--- src/hw/rtl/rbzs_pkg.sv ---
package rbzs_pkg;

  localparam int CfgIdxW  = 2;
  localparam int CfgDataW = 13;
  localparam int AmountW  = 9;
  localparam int FrW      = 20;

  localparam logic [CfgIdxW-1:0] CFG_WIDTH  = 2'd0;
  localparam logic [CfgIdxW-1:0] CFG_HEIGHT = 2'd1;
  localparam logic [CfgIdxW-1:0] CFG_KIND   = 2'd2;
  localparam logic [CfgIdxW-1:0] CFG_AMOUNT = 2'd3;

  localparam logic MODE_LOAD  = 1'b0;
  localparam logic MODE_PIXEL = 1'b1;

  localparam logic KIND_ZOOM = 1'b0;
  localparam logic KIND_SPIN = 1'b1;

  localparam logic [35:0] AngleQ32 = 36'd74547170;
  localparam logic [31:0] HalfQ16  = 32'd32768;

  typedef struct packed {
    logic wr;
    logic start;
    logic div_step;
    logic set0;
    logic set1;
    logic mul_a;
    logic upd_x;
    logic mul_b;
    logic upd_y;
    logic rd_en;
    logic rd_path;
    logic emit;
  } cmd_t;

endpackage

--- src/hw/rtl/rbzs_ctrl.sv ---
module rbzs_ctrl #(
  parameter int PathSteps = 64,
  parameter int DivW      = 20
) (
  input  logic           clk_i,
  input  logic           rst_ni,
  input  logic           in_valid_i,
  input  logic           in_mode_i,
  output logic           in_ready_o,
  input  logic           out_ready_i,
  output logic           out_valid_o,
  input  logic           cfg_kind_i,
  output rbzs_pkg::cmd_t cmd_o
);
  import rbzs_pkg::*;

  localparam int CntMax = (DivW > PathSteps) ? DivW : PathSteps;
  localparam int CntW   = $clog2(CntMax + 1);

  localparam logic [2:0] ST_IDLE = 3'd0;
  localparam logic [2:0] ST_DIV  = 3'd1;
  localparam logic [2:0] ST_SET0 = 3'd2;
  localparam logic [2:0] ST_SET1 = 3'd3;
  localparam logic [2:0] ST_STEP = 3'd4;
  localparam logic [2:0] ST_WAIT = 3'd5;
  localparam logic [2:0] ST_FIN  = 3'd6;

  logic [2:0]      state_q, state_d;
  logic [CntW-1:0] cnt_q, cnt_d;
  logic [1:0]      ph_q, ph_d, last_ph;
  logic            out_valid_q, out_valid_d;
  logic            spin, acc;

  assign spin       = cfg_kind_i == KIND_SPIN;
  assign last_ph    = spin ? 2'd3 : 2'd1;
  assign in_ready_o = state_q == ST_IDLE;
  assign acc        = in_valid_i && in_ready_o;

  always_comb begin
    cmd_o   = '0;
    state_d = state_q;
    cnt_d   = cnt_q;
    ph_d    = ph_q;
    case (state_q)
      ST_IDLE: begin
        if (acc) begin
          if (in_mode_i == MODE_LOAD) begin
            cmd_o.wr = 1'b1;
          end else begin
            cmd_o.start = 1'b1;
            cnt_d       = '0;
            state_d     = ST_DIV;
          end
        end
      end
      ST_DIV: begin
        cmd_o.div_step = 1'b1;
        cnt_d          = cnt_q + CntW'(1);
        if (cnt_q == CntW'(DivW - 1)) begin
          state_d = ST_SET0;
        end
      end
      ST_SET0: begin
        cmd_o.set0  = 1'b1;
        cmd_o.rd_en = 1'b1;
        state_d     = ST_SET1;
      end
      ST_SET1: begin
        cmd_o.set1 = 1'b1;
        cnt_d      = '0;
        ph_d       = '0;
        state_d    = ST_STEP;
      end
      ST_STEP: begin
        if (cnt_q == CntW'(PathSteps)) begin
          cmd_o.rd_en   = 1'b1;
          cmd_o.rd_path = ph_q[0];
          if (!spin || ph_q[0]) begin
            state_d = ST_WAIT;
          end else begin
            ph_d = 2'd1;
          end
        end else begin
          case (ph_q)
            2'd0: begin
              cmd_o.mul_a = 1'b1;
              cmd_o.rd_en = cnt_q != '0;
            end
            2'd1: begin
              cmd_o.upd_x   = 1'b1;
              cmd_o.rd_en   = spin && (cnt_q != '0);
              cmd_o.rd_path = 1'b1;
            end
            2'd2: cmd_o.mul_b = 1'b1;
            2'd3: cmd_o.upd_y = 1'b1;
            default: ;
          endcase
          if (ph_q == last_ph) begin
            ph_d  = '0;
            cnt_d = cnt_q + CntW'(1);
          end else begin
            ph_d = ph_q + 2'd1;
          end
        end
      end
      ST_WAIT: state_d = ST_FIN;
      ST_FIN: begin
        if (!out_valid_q || out_ready_i) begin
          cmd_o.emit = 1'b1;
          state_d    = ST_IDLE;
        end
      end
      default: state_d = ST_IDLE;
    endcase
  end

  always_comb begin
    out_valid_d = out_valid_q;
    if (cmd_o.emit) begin
      out_valid_d = 1'b1;
    end else if (out_ready_i) begin
      out_valid_d = 1'b0;
    end
  end

  always_ff @(posedge clk_i or negedge rst_ni) begin
    if (!rst_ni) begin
      state_q     <= ST_IDLE;
      cnt_q       <= '0;
      ph_q        <= '0;
      out_valid_q <= 1'b0;
    end else begin
      state_q     <= state_d;
      cnt_q       <= cnt_d;
      ph_q        <= ph_d;
      out_valid_q <= out_valid_d;
    end
  end

  assign out_valid_o = out_valid_q;

  a_start_div: assert property (@(posedge clk_i) disable iff (!rst_ni)
    (acc && in_mode_i == MODE_PIXEL) |=> state_q == ST_DIV)
    else $error("pixel beat did not start divide");
  a_emit_free: assert property (@(posedge clk_i) disable iff (!rst_ni)
    cmd_o.emit |-> (!out_valid_q || out_ready_i))
    else $error("result overwrites pending beat");
  a_step_bound: assert property (@(posedge clk_i) disable iff (!rst_ni)
    state_q == ST_STEP |-> cnt_q <= CntW'(PathSteps))
    else $error("step count past path length");
  a_wait_read: assert property (@(posedge clk_i) disable iff (!rst_ni)
    state_q == ST_WAIT |-> $past(cmd_o.rd_en))
    else $error("wait without final read");

endmodule

--- config.mk ---
export PLATFORM = sky130hd
export DESIGN_NAME = rbzs_ctrl
export DESIGN_NICKNAME = d
export VERILOG_FILES = /design/src/hw/rtl/rbzs_pkg.sv /design/src/hw/rtl/rbzs_ctrl.sv
export SDC_FILE = /design/constraint.sdc
export NUM_CORES = 1
export LEC_CHECK = 0
export BUFFER_PORTS_ARGS = -buffer_cell sky130_fd_sc_hd__buf_2
export CAP_MARGIN = 20
export CELL_PAD_IN_SITES_DETAIL_PLACEMENT = 0
export CELL_PAD_IN_SITES_GLOBAL_PLACEMENT = 1
export CORE_ASPECT_RATIO = 1.75
export CORE_UTILIZATION = 30
export DETAILED_ROUTE_END_ITERATION = 6
export GPL_ROUTABILITY_DRIVEN = 0
export GPL_TIMING_DRIVEN = 1
export PLACE_DENSITY = 0.63
export SLEW_MARGIN = 0
export SYNTH_ARGS = -nofsm -noshare
export SYNTH_HDL_FRONTEND = slang
export SYNTH_SLANG_ARGS = --single-unit
--- constraint.sdc ---
create_clock -name clk_i -period 3.6 [get_ports clk_i]
set_clock_uncertainty 0.05 [all_clocks]
set_input_delay 0.54 -clock clk_i [delete_from_list [all_inputs] [get_ports clk_i]]
set_output_delay 0.54 -clock clk_i [all_outputs]
set_load 0.02 [all_outputs]
== Yosys cells after proc, flatten, opt, wreduce, memory -nomap -nowiden ==
Cells that the tools add are included.

* Register bits: 13

* Multiplexer cells: 38
* $add $sub $neg: 2
* Reductions and logical operators: 15
* Equality and inequality tests: 21

{| class="wikitable"
|+ Operator list
! kind !! count
|-
| $mux 7 || 4
|-
| $pmux 7 s4 || 1
|-
| $pmux 3 s7 || 1
|-
| $mux 3 || 6
|-
| $mux 1 || 14
|-
| $mux 2 || 7
|-
| $ne 2x2->1 const B || 7
|-
| $eq 3x3->1 const B || 3
|-
| $mux 4 || 2
|-
| $add 7x1->7 const B || 1
|-
| $eq 7x5->1 const B || 1
|-
| $eq 7x7->1 const B || 1
|-
| $reduce_bool 7->1 || 1
|-
| $eq 3x2->1 const B || 2
|-
| $reduce_and 6->1 || 1
|-
| $reduce_and 5->1 || 1
|-
| $eq 2x2->1 const B || 2
|-
| $pmux 1 s2 || 2
|-
| $pmux 2 s2 || 1
|-
| $reduce_bool 2->1 || 2
|-
| $reduce_bool 4->1 || 1
|-
| $eq 3x1->1 const B || 1
|-
| $logic_not 3->1 || 1
|-
| $ne 3x3->1 const B || 1
|-
| 9 further kinds || 12
|}

== Logic depth before layout (Yosys ltp) ==
Gate-level depths: netlist of run 1.

* Word-level depth: 5
* Depth in mapped cells: 6
* Mapped depth without buffers: 6

== Worst setup path before layout of run 1 ==
Ideal clock, no wire load.

* Path kind: register to output
* From: register state_q[1]
* To: output port cmd_o[11] (netlist bit)
* Arrival: 1.522 ns
* Data required time: 3.010 ns
* Path buffers: 1
* Stages on the path, launching flop included: 4
* Setup slack: 1.488 ns
* Path through: dfrtp_1 clkbuf_1 nor3_1 and3b_1

{| class="wikitable"
|+ RTL lines
! what !! line !! text
|-
| start: declaration || rbzs_ctrl.sv:28 || <nowiki>logic [2:0] state_q, state_d;</nowiki>
|-
| start signal: assignment || rbzs_ctrl.sv:133 || <nowiki>state_q <= state_d;</nowiki>
|-
| end: declaration || rbzs_ctrl.sv:13 || <nowiki>output rbzs_pkg::cmd_t cmd_o</nowiki>
|}

==> summary.md, run 1 <==
| Metric | Value |
|---|---|
| Outcome | finished clean |
| Post-Route WL | 2330 um |
| # setup viols final | 0 |
| Most instantiated cells after synthesis | dfrtp_1 (13), nand2_1 (13), a21oi_1 (12) |
| Global Route Usage Sum | 0.153 |
| CTS Hold Bufs | 0 |
| Register area | 325 um2 |
| Synthesized cell area | 955 um2 |
| Initial core utilization | 0.322 |
| # DRC | 0 |
| Placed Cells incl. Taps | 174 |
| Post-synthesis sequential area ratio | 0.341 |
| Leak | 0.553 nW |
| Final Max Tran Viols | 0 |
| EDFF count, synth | 0 |
| Distinct cells, synth | 33 |
| Slew margin rel. | 0.697 |
| Synth Flop Type | dfrtp_1 |
| Layout Nets | between 100 and 150 |
| Clock Tree Buf Depth | 2 |
| Max Clk Rate | approximately 430 MHz |
| Ys async rst share | 1.00 |
| CP Capture Type | primary output |
| IO Pins | 20 |
| Hold Vio Cnt, Final | 0 |
| Initial antenna violation count | 0 |
| Dominant cell type by area after synthesis | dfrtp_1 |
| Critical path class | reg -> out |
| Avg Cell Area, Syn | 8.16 um2 |
| Initial DRC count | 16 |
| Tcrit/Tclk final | 0.653 |
| Yosys warns | 0 |
| ANT nets after route | 0 |
| P per Cell Area | 736 nW/um2 |
| TritonCTS Buffers | 3 |
| Setup TNS | 0 ns |
| Worst EP required | 3.01 ns |
| Vias | 899 |
| Post-CTS sizing | 0 |
| Post-CTS setup buffer count | 0 |
| First-pass GRT wire length | 3930 um |
| H-tree depth | 1 |
| Vias in the first global route | 855 |
| Clk slew on worst S/H paths | around 0.06 ns |
| Area share of the leading cell type in the synthesized netlist | 0.341 |
| Port Buffer Count | 19 |
| CORE AREA | approximately 3000 um2 |
| Net Count, Synth | 129 |
| Peak fanout along the critical path | 17 |
| Layout cell share with drive strength beyond 1 | 0.199 |
| Cell Rows | 26 |
| Area added between synthesis and finish | 18.2% |
| CTS tree | yes |
| Root Buffer Master | clkbuf_8 |
| Chip height | 76.6 um |
| WL/cell | 13.1 um |
| Fin util | 0.381 |
| Area occupied by multi-input gates | 584 um2 |
| Antenna diodes | 0 |
| Drt first pass iters | 4 |
| Gr ovfl total | 0 |
| Peak supply drop | between 0.3 and 0.4 mV |
| WP data arrival | 1.76 ns |
| Clock latency on the worst-skew pair | 0.24 ns |
| Slew @ Worst Pin | 0.454 ns |
| Die area | 3420 um2 |
| RSZ-0062 raised after global routing | false |
| Mapped Cells | about 120 |
| Fin cells | 178 |
| Post-DR vias/cell | 5.05 |
| Sink Count | 13 |
| Synth top area cells | dfrtp_1 (34%), ha_1 (7.9%), a21oi_1 (6.3%), o21ai_0 (5.8%), nand2_1 (5.1%) |
| Largest net degree at the start of global routing | 18 |
| Yosys reg bits | 13 |
| Hpwl dp | 1820 um |
| Crit start category | flop |
| Die W | 44.6 um |
| Crit path time final | 2.35 ns |
| # fillers | about 320 |
| MaxCap Viol Count | 0 |
| HP Class | in -> async |
-- per-layer routing --
metal  track usage  routed length [um]
met1         0.175                 944
met3        0.0237                  72
met4        0.0970                  79
met5             0                   0
met2         0.251                1240
-- kinds of logic (layout without fill, tap and decap cells) --
| group | Yosys count | after routing | synth area share |
|---|---|---|---|
| muxes | 2 | 2 | 0.0223 |
| xor gates and xnor gates | 1 | 1 | 0.00918 |
| buffers and inverters | 11 | 30 | 0.0472 |
| DFF | 13 | 13 | 0.341 |
| AOI/OAI and AO/OA | 31 | 31 | 0.194 |
| and+or+nand+nor | 53 | 53 | 0.308 |
| adders and majority gates | 6 | 6 | 0.0786 |
-- path summary, 6_finish.rpt --
check,from,end,slack (ns),cells after the start
min reg2reg,cnt_q[5],cnt_q[5],0.48,1
min,rst_ni,ph_q[1],0.13,1
max,state_q[2],cmd_o[6],1.25,4
max in group asynchronous,rst_ni,cnt_q[0],3.13,1
max reg2reg,state_q[2],cnt_q[6],1.66,4
min in group clk_i,cnt_q[5],cnt_q[5],0.48,1
-- power by group --
group	switching (mW)	internal (mW)	leakage, nW
clock	0.0563	0.0782	0.0228
sequential	0.0803	0.186	0.174
combinational	0.264	0.166	0.356
total	0.400	0.430	0.553
-- critical path, cell delays in order, from the launching register on --
cell	delay, ns
dfrtp_1	0.62
nand2_1	0.25
nor2_1	0.31
and2_1	0.18
buf_2	0.16
-- sequential cells by signal (all words and copies together), names as in the netlist --
signal and count:
cnt_q 7, out_valid_o 1, state_q 3, ph_q 2
-- area by class of cell --
cell class	instances	area share
Inverter	7	0.0233
Tap cell	42	0.0466
Multi-Input combinational cell	93	0.518
Clock buffer	4	0.0399
Timing Repair Buffer	19	0.0843
Sequential cell	13	0.288
-- through the flow --
| step | instance area, um2 | hold slack, ns | power [mW] | worst slack (ns) |
|---|---|---|---|---|
| finish | 1130 | 0.130 | 0.830 | 1.25 |
| global route | 1130 | 0.153 | 0.909 | 1.10 |
| CTS | 1130 | 0.145 | 0.840 | 1.24 |
| detailed placement | 1080 | 0.410 | 0.701 | 1.52 |
| global placement | 1080 | 0.418 | 0.701 | 1.53 |
| floorplan | 955 | 0.194 | 0.577 | 1.49 |
-- cell usage in the layout, fill, tap and decap left out, drive strengths merged --
cell type  Yosys  layout
buf            1      19
clkbuf         3       4
and4           1       1
a41o           1       1
o31a           2       2
dfrtp         13      13
nand3b         1       1
mux2           1       1
nand4          2       2
and2           6       6
o31ai          3       3
nor3           2       2
and3b          1       1
a21oi         12      12
nand3          4       4
nand4b         1       1
mux2i          1       1
o21ai         11      11
nor2           6       6
a31oi          1       1
xnor2          1       1
and3           3       3
nor2b          5       5
nand2b         5       5
or4            1       1
ha             6       6
or3            2       2
a311oi         1       1
nand2         13      13
inv            7       7
(Power assumes the default switching activity.)
==> run 2: changes to the inputs <==
--- a/config.mk
+++ b/config.mk
@@ -5,6 +5,7 @@
 export SDC_FILE = /design/constraint.sdc
 export NUM_CORES = 1
 export LEC_CHECK = 0
+export ABC_AREA = 1
 export BUFFER_PORTS_ARGS = -buffer_cell sky130_fd_sc_hd__buf_2
 export CAP_MARGIN = 20
 export CELL_PAD_IN_SITES_DETAIL_PLACEMENT = 0
@@ -14,7 +15,7 @@
 export DETAILED_ROUTE_END_ITERATION = 6
 export GPL_ROUTABILITY_DRIVEN = 0
 export GPL_TIMING_DRIVEN = 1
-export PLACE_DENSITY = 0.63
+export PLACE_DENSITY = 0.67
 export SLEW_MARGIN = 0
 export SYNTH_ARGS = -nofsm -noshare
 export SYNTH_HDL_FRONTEND = slang
==> constraint.sdc (replaced) <==
create_clock -name clk_i -period 2.1 [get_ports clk_i]
set_clock_uncertainty 0.05 [all_clocks]
set_input_delay 0.315 -clock clk_i [delete_from_list [all_inputs] [get_ports clk_i]]
set_output_delay 0.315 -clock clk_i [all_outputs]
set_load 0.02 [all_outputs]
==> run 2 against run 1 <==
Core utilization down 1.5 points; critical path depth rose by 2; register-to-register slack lost 1.1 ns; die area up 9.9%.
==> summary.md, run 2 <==
| Metric | Value |
|---|---|
| Final Max Tran Viols | 0 (unchanged) |
| Mux share of post-synthesis cell area | 0 (-0.0223) |
| Net Switching | 0.808 mW (+100%) |
| Vias in the first global route | 957 (+12%) |
| Die W | 46.8 um (+4.8%) |
| WP data arrival | 1.58 ns (-0.18 ns) |
| Distinct cells, synth | 27 (-18%) |
| Crit start category | flop |
| Yosys warns | 0 (unchanged) |
| Hpwl dp | 1960 um (+8.0%) |
| Dominant cell type by area after synthesis | dfrtp_1 |
| Sink Count | 13 (unchanged) |
| Peak supply drop | 0.519 mV (+56%) |
| Final WS setup | 0.156 ns (-1.09 ns) |
| Net Count, Synth | 159 (+23%) |
| Clock Tree Buf Depth | 2 (unchanged) |
| Clock group share of total power | 0.148 (-0.014) |
| Power, Total | 1.54 mW (+86%) |
| Hold slack | 0.218 ns (+0.0884 ns) |
| CP Capture Type | primary output |
| IO Pins | 20 (unchanged) |
| Placed Cells incl. Taps | 209 (+20%) |
| Synth Area in Compound Gates | 0.102 (-0.0917) |
| CTS tree | yes |
| First-pass GRT wire length | 3950 um (+0.51%) |
| H-tree depth | 1 (unchanged) |
| Commonest non-fill, non-tap cell in the layout | nand2_1 |
| Setup TNS | 0 ns (unchanged) |
| Switching Share | 0.523 (+0.0412) |
| Count leader, synth | nand2_1 |
| # DRC | 0 (unchanged) |
| RSZ-0062 raised after global routing | false |
| Post-CTS setup buffer count | 0 (unchanged) |
| Post-Route WL | 2360 um (+0.94%) |
| Synth top area cells | dfrtp_1 (31%), nand2_1 (11%), nand3_1 (7.6%), inv_1 (7.5%), ha_1 (7.1%) |
| Tcrit/Tclk final | 0.926 |
| Synthesized cell area | 1050 um2 (+10%) |
| Commonest non-fill, non-tap cells in the layout | nand2_1 (32), inv_1 (21), buf_2 (19) |
| Fin area | 1230 um2 (+9.1%) |
| Initial antenna violation count | 0 (unchanged) |
| Slew @ Worst Pin | 0.328 ns (-0.126 ns) |
| WL/cell | 11.0 um (-16%) |
| Leak | 0.669 nW (+21%) |
| ANT nets after route | 0 (unchanged) |
| Layout cell share with drive strength beyond 1 | 0.266 (+0.0677) |
| Crit path time final | 1.94 ns |
| # setup viols final | 0 (unchanged) |
| Biggest regs | cnt_q (7), state_q (3), ph_q (2) |
| Global Route Usage Sum | 0.146 (-0.00717) |
| Area added between synthesis and finish | 17.0% |
| Synth Flop Type | dfrtp_1 |
| Cell internal pwr | 0.736 mW (+71%) |
| Layout Nets | 182 (+22%) |
| Post-DP Area | 1180 um2 (+8.5%) |
| TritonCTS Buffers | 3 (unchanged) |
| Most instantiated cells after synthesis | nand2_1 (32), inv_1 (21), nand3_1 (16) |
| Clock latency on the worst-skew pair | 0.24 ns (about the same) |
| Cell Rows | 28 (+7.7%) |
| Hold Vio Cnt, Final | 0 (unchanged) |
| Ys async rst share | 1.00 (unchanged) |
| Pre-CTS setup slack | 0.422 ns (-1.09 ns) |
| Fin util | 0.366 (-0.0152) |
| Largest net degree at the start of global routing | 14 (-4) |
| Hold Path Stages | 2 |
| Area share of fa/ha/maj cells after synthesis | 0.0713 (-0.00729) |
| Max Clk Rate | between 500 and 600 MHz |
| Slew margin rel. | 0.781 (+0.0841) |
| Yosys reg bits | 13 (unchanged) |
| Chip height | 80.3 um (+4.9%) |
| Register bank with the most flops | cnt_q |
| EDFF count, synth | 0 (unchanged) |
| Synth Area in Simple Gates | 0.395 (+0.0868) |
| Cells on worst reg2reg path | 7 (+3) |
| Mapped Cells | 147 (+26%) |
| Antenna diodes | 0 (unchanged) |
| Fin cells | 214 (+20%) |
| Largest family of logic cells by synthesized area | simple AND/OR/NAND/NOR gates |
| Critical path class | reg -> out |
| Clk slew on worst S/H paths | 0.06 ns (about the same) |
| Root Buffer Master | clkbuf_8 |
| Post-synthesis sequential area ratio | 0.309 (-0.0316) |
| HP Class | in -> reg |
| Initial core utilization | 0.313 (-0.00961) |
| MaxCap Viol Count | 0 (unchanged) |
| Outcome | finished clean |
| Comb power frac | 0.578 (+0.061) |
| Drt first pass iters | 4 (unchanged) |
| P per Cell Area | 1250 nW/um2 (+70%) |
| Max reg flops | 7 (unchanged) |
| Die area | 3760 um2 (+9.9%) |
| Area share of xor/xnor cells in the synthesized design | 0.00832 (-0.000851) |
| Vias | 983 (+9.3%) |
| Worst EP required | 1.74 ns (-1.27 ns) |
| Seq pwr share | 0.273 (-0.048) |
| Area share of the leading cell type in the synthesized netlist | 0.309 (-0.0316) |
| Peak fanout along the critical path | 10 (-7) |
| # fillers | 399 (+23%) |
| Port Buffer Count | 19 (unchanged) |
| Initial DRC count | 30 (+14) |
| CORE AREA | 3360 um2 (+14%) |
| Gr ovfl total | 0 (unchanged) |
| Post-DR vias/cell | 4.59 (-9.1%) |
| Avg Cell Area, Syn | 7.16 um2 (-12%) |
[run 2: cell count changes in the layout (fill, tap and decap cells not counted), moves of 6 or more]
cell,before,now
inv_1,6,21
a21oi_1,12,3
nand2_1,13,32
o21ai_0,11,5
nand3_1,4,16
nor2_1,6,14
nand2_2,0,8
and2_1,6,0
[run 2: metal layers]
| metal | vias to the layer above | global-route usage | part of all wire |
|---|---|---|---|
| met3 | 6 | 0.0135 | 0.028 |
| met2 | 22 | 0.272 | 0.57 |
| li1 | 512 | - | - |
| met5 | - | 0 | 0 |
| met4 | 0 | 0.0714 | 0.025 |
| met1 | 443 | 0.149 | 0.38 |
[run 2: cells by family (layout without fill, tap and decap cells)]
group	Yosys count	in the layout
buffers and inverters	26	48
adder cells (fa/ha/maj)	6	6
flip-flops	13	13
XOR/XNOR	1	1
AO/OA/AOI/OAI	17	17
AND/OR/NAND/NOR	84	84
[run 2: worst max-delay path: stages, from the launching register on]
cell     delay [ns]
dfrtp_1        0.40
inv_1          0.07
ha_1           0.23
nand4_1        0.17
nand2_2        0.16
o22ai_1        0.13
buf_2          0.18
[run 2: area by class of cell]
class	instances	area, um2	area share
clock buffer	4	45.0	0.0366
inverter	24	92.6	0.0752
multi-input combinational	108	607	0.493
sequential	13	325	0.264
tap	45	56.3	0.0457
timing repair buffer	20	105	0.0854
[run 2: path summary, 6_finish.rpt]
path | start | endpoint | slack [ns]
min in group asynchronous | rst_ni | out_valid_o | 0.44
setup / recovery | cnt_q[0] | cmd_o[1] | 0.16
hold reg to reg | out_valid_o | out_valid_o | 0.51
max in group asynchronous | rst_ni | state_q[2] | 1.31
setup reg to reg | cnt_q[0] | ph_q[0] | 0.56
hold / removal | out_ready_i | out_valid_o | 0.22
[run 2: power groups by stage]
stage | logic [mW] | registers [mW] | clock network (mW)
global route | 1.02 | 0.440 | 0.244
finish | 0.892 | 0.422 | 0.229
CTS | 0.911 | 0.424 | 0.234
global placement | 0.903 | 0.426 | 0
floorplan | 0.766 | 0.415 | 0
detailed placement | 0.906 | 0.428 | 0
[run 2: repair_timing]
action | in CTS | in global routing
hold buffers | 1 | 0
hold endpoints to repair | 13 | 0
setup endpoints to repair | 0 | 0
resized for setup | 0 | 0
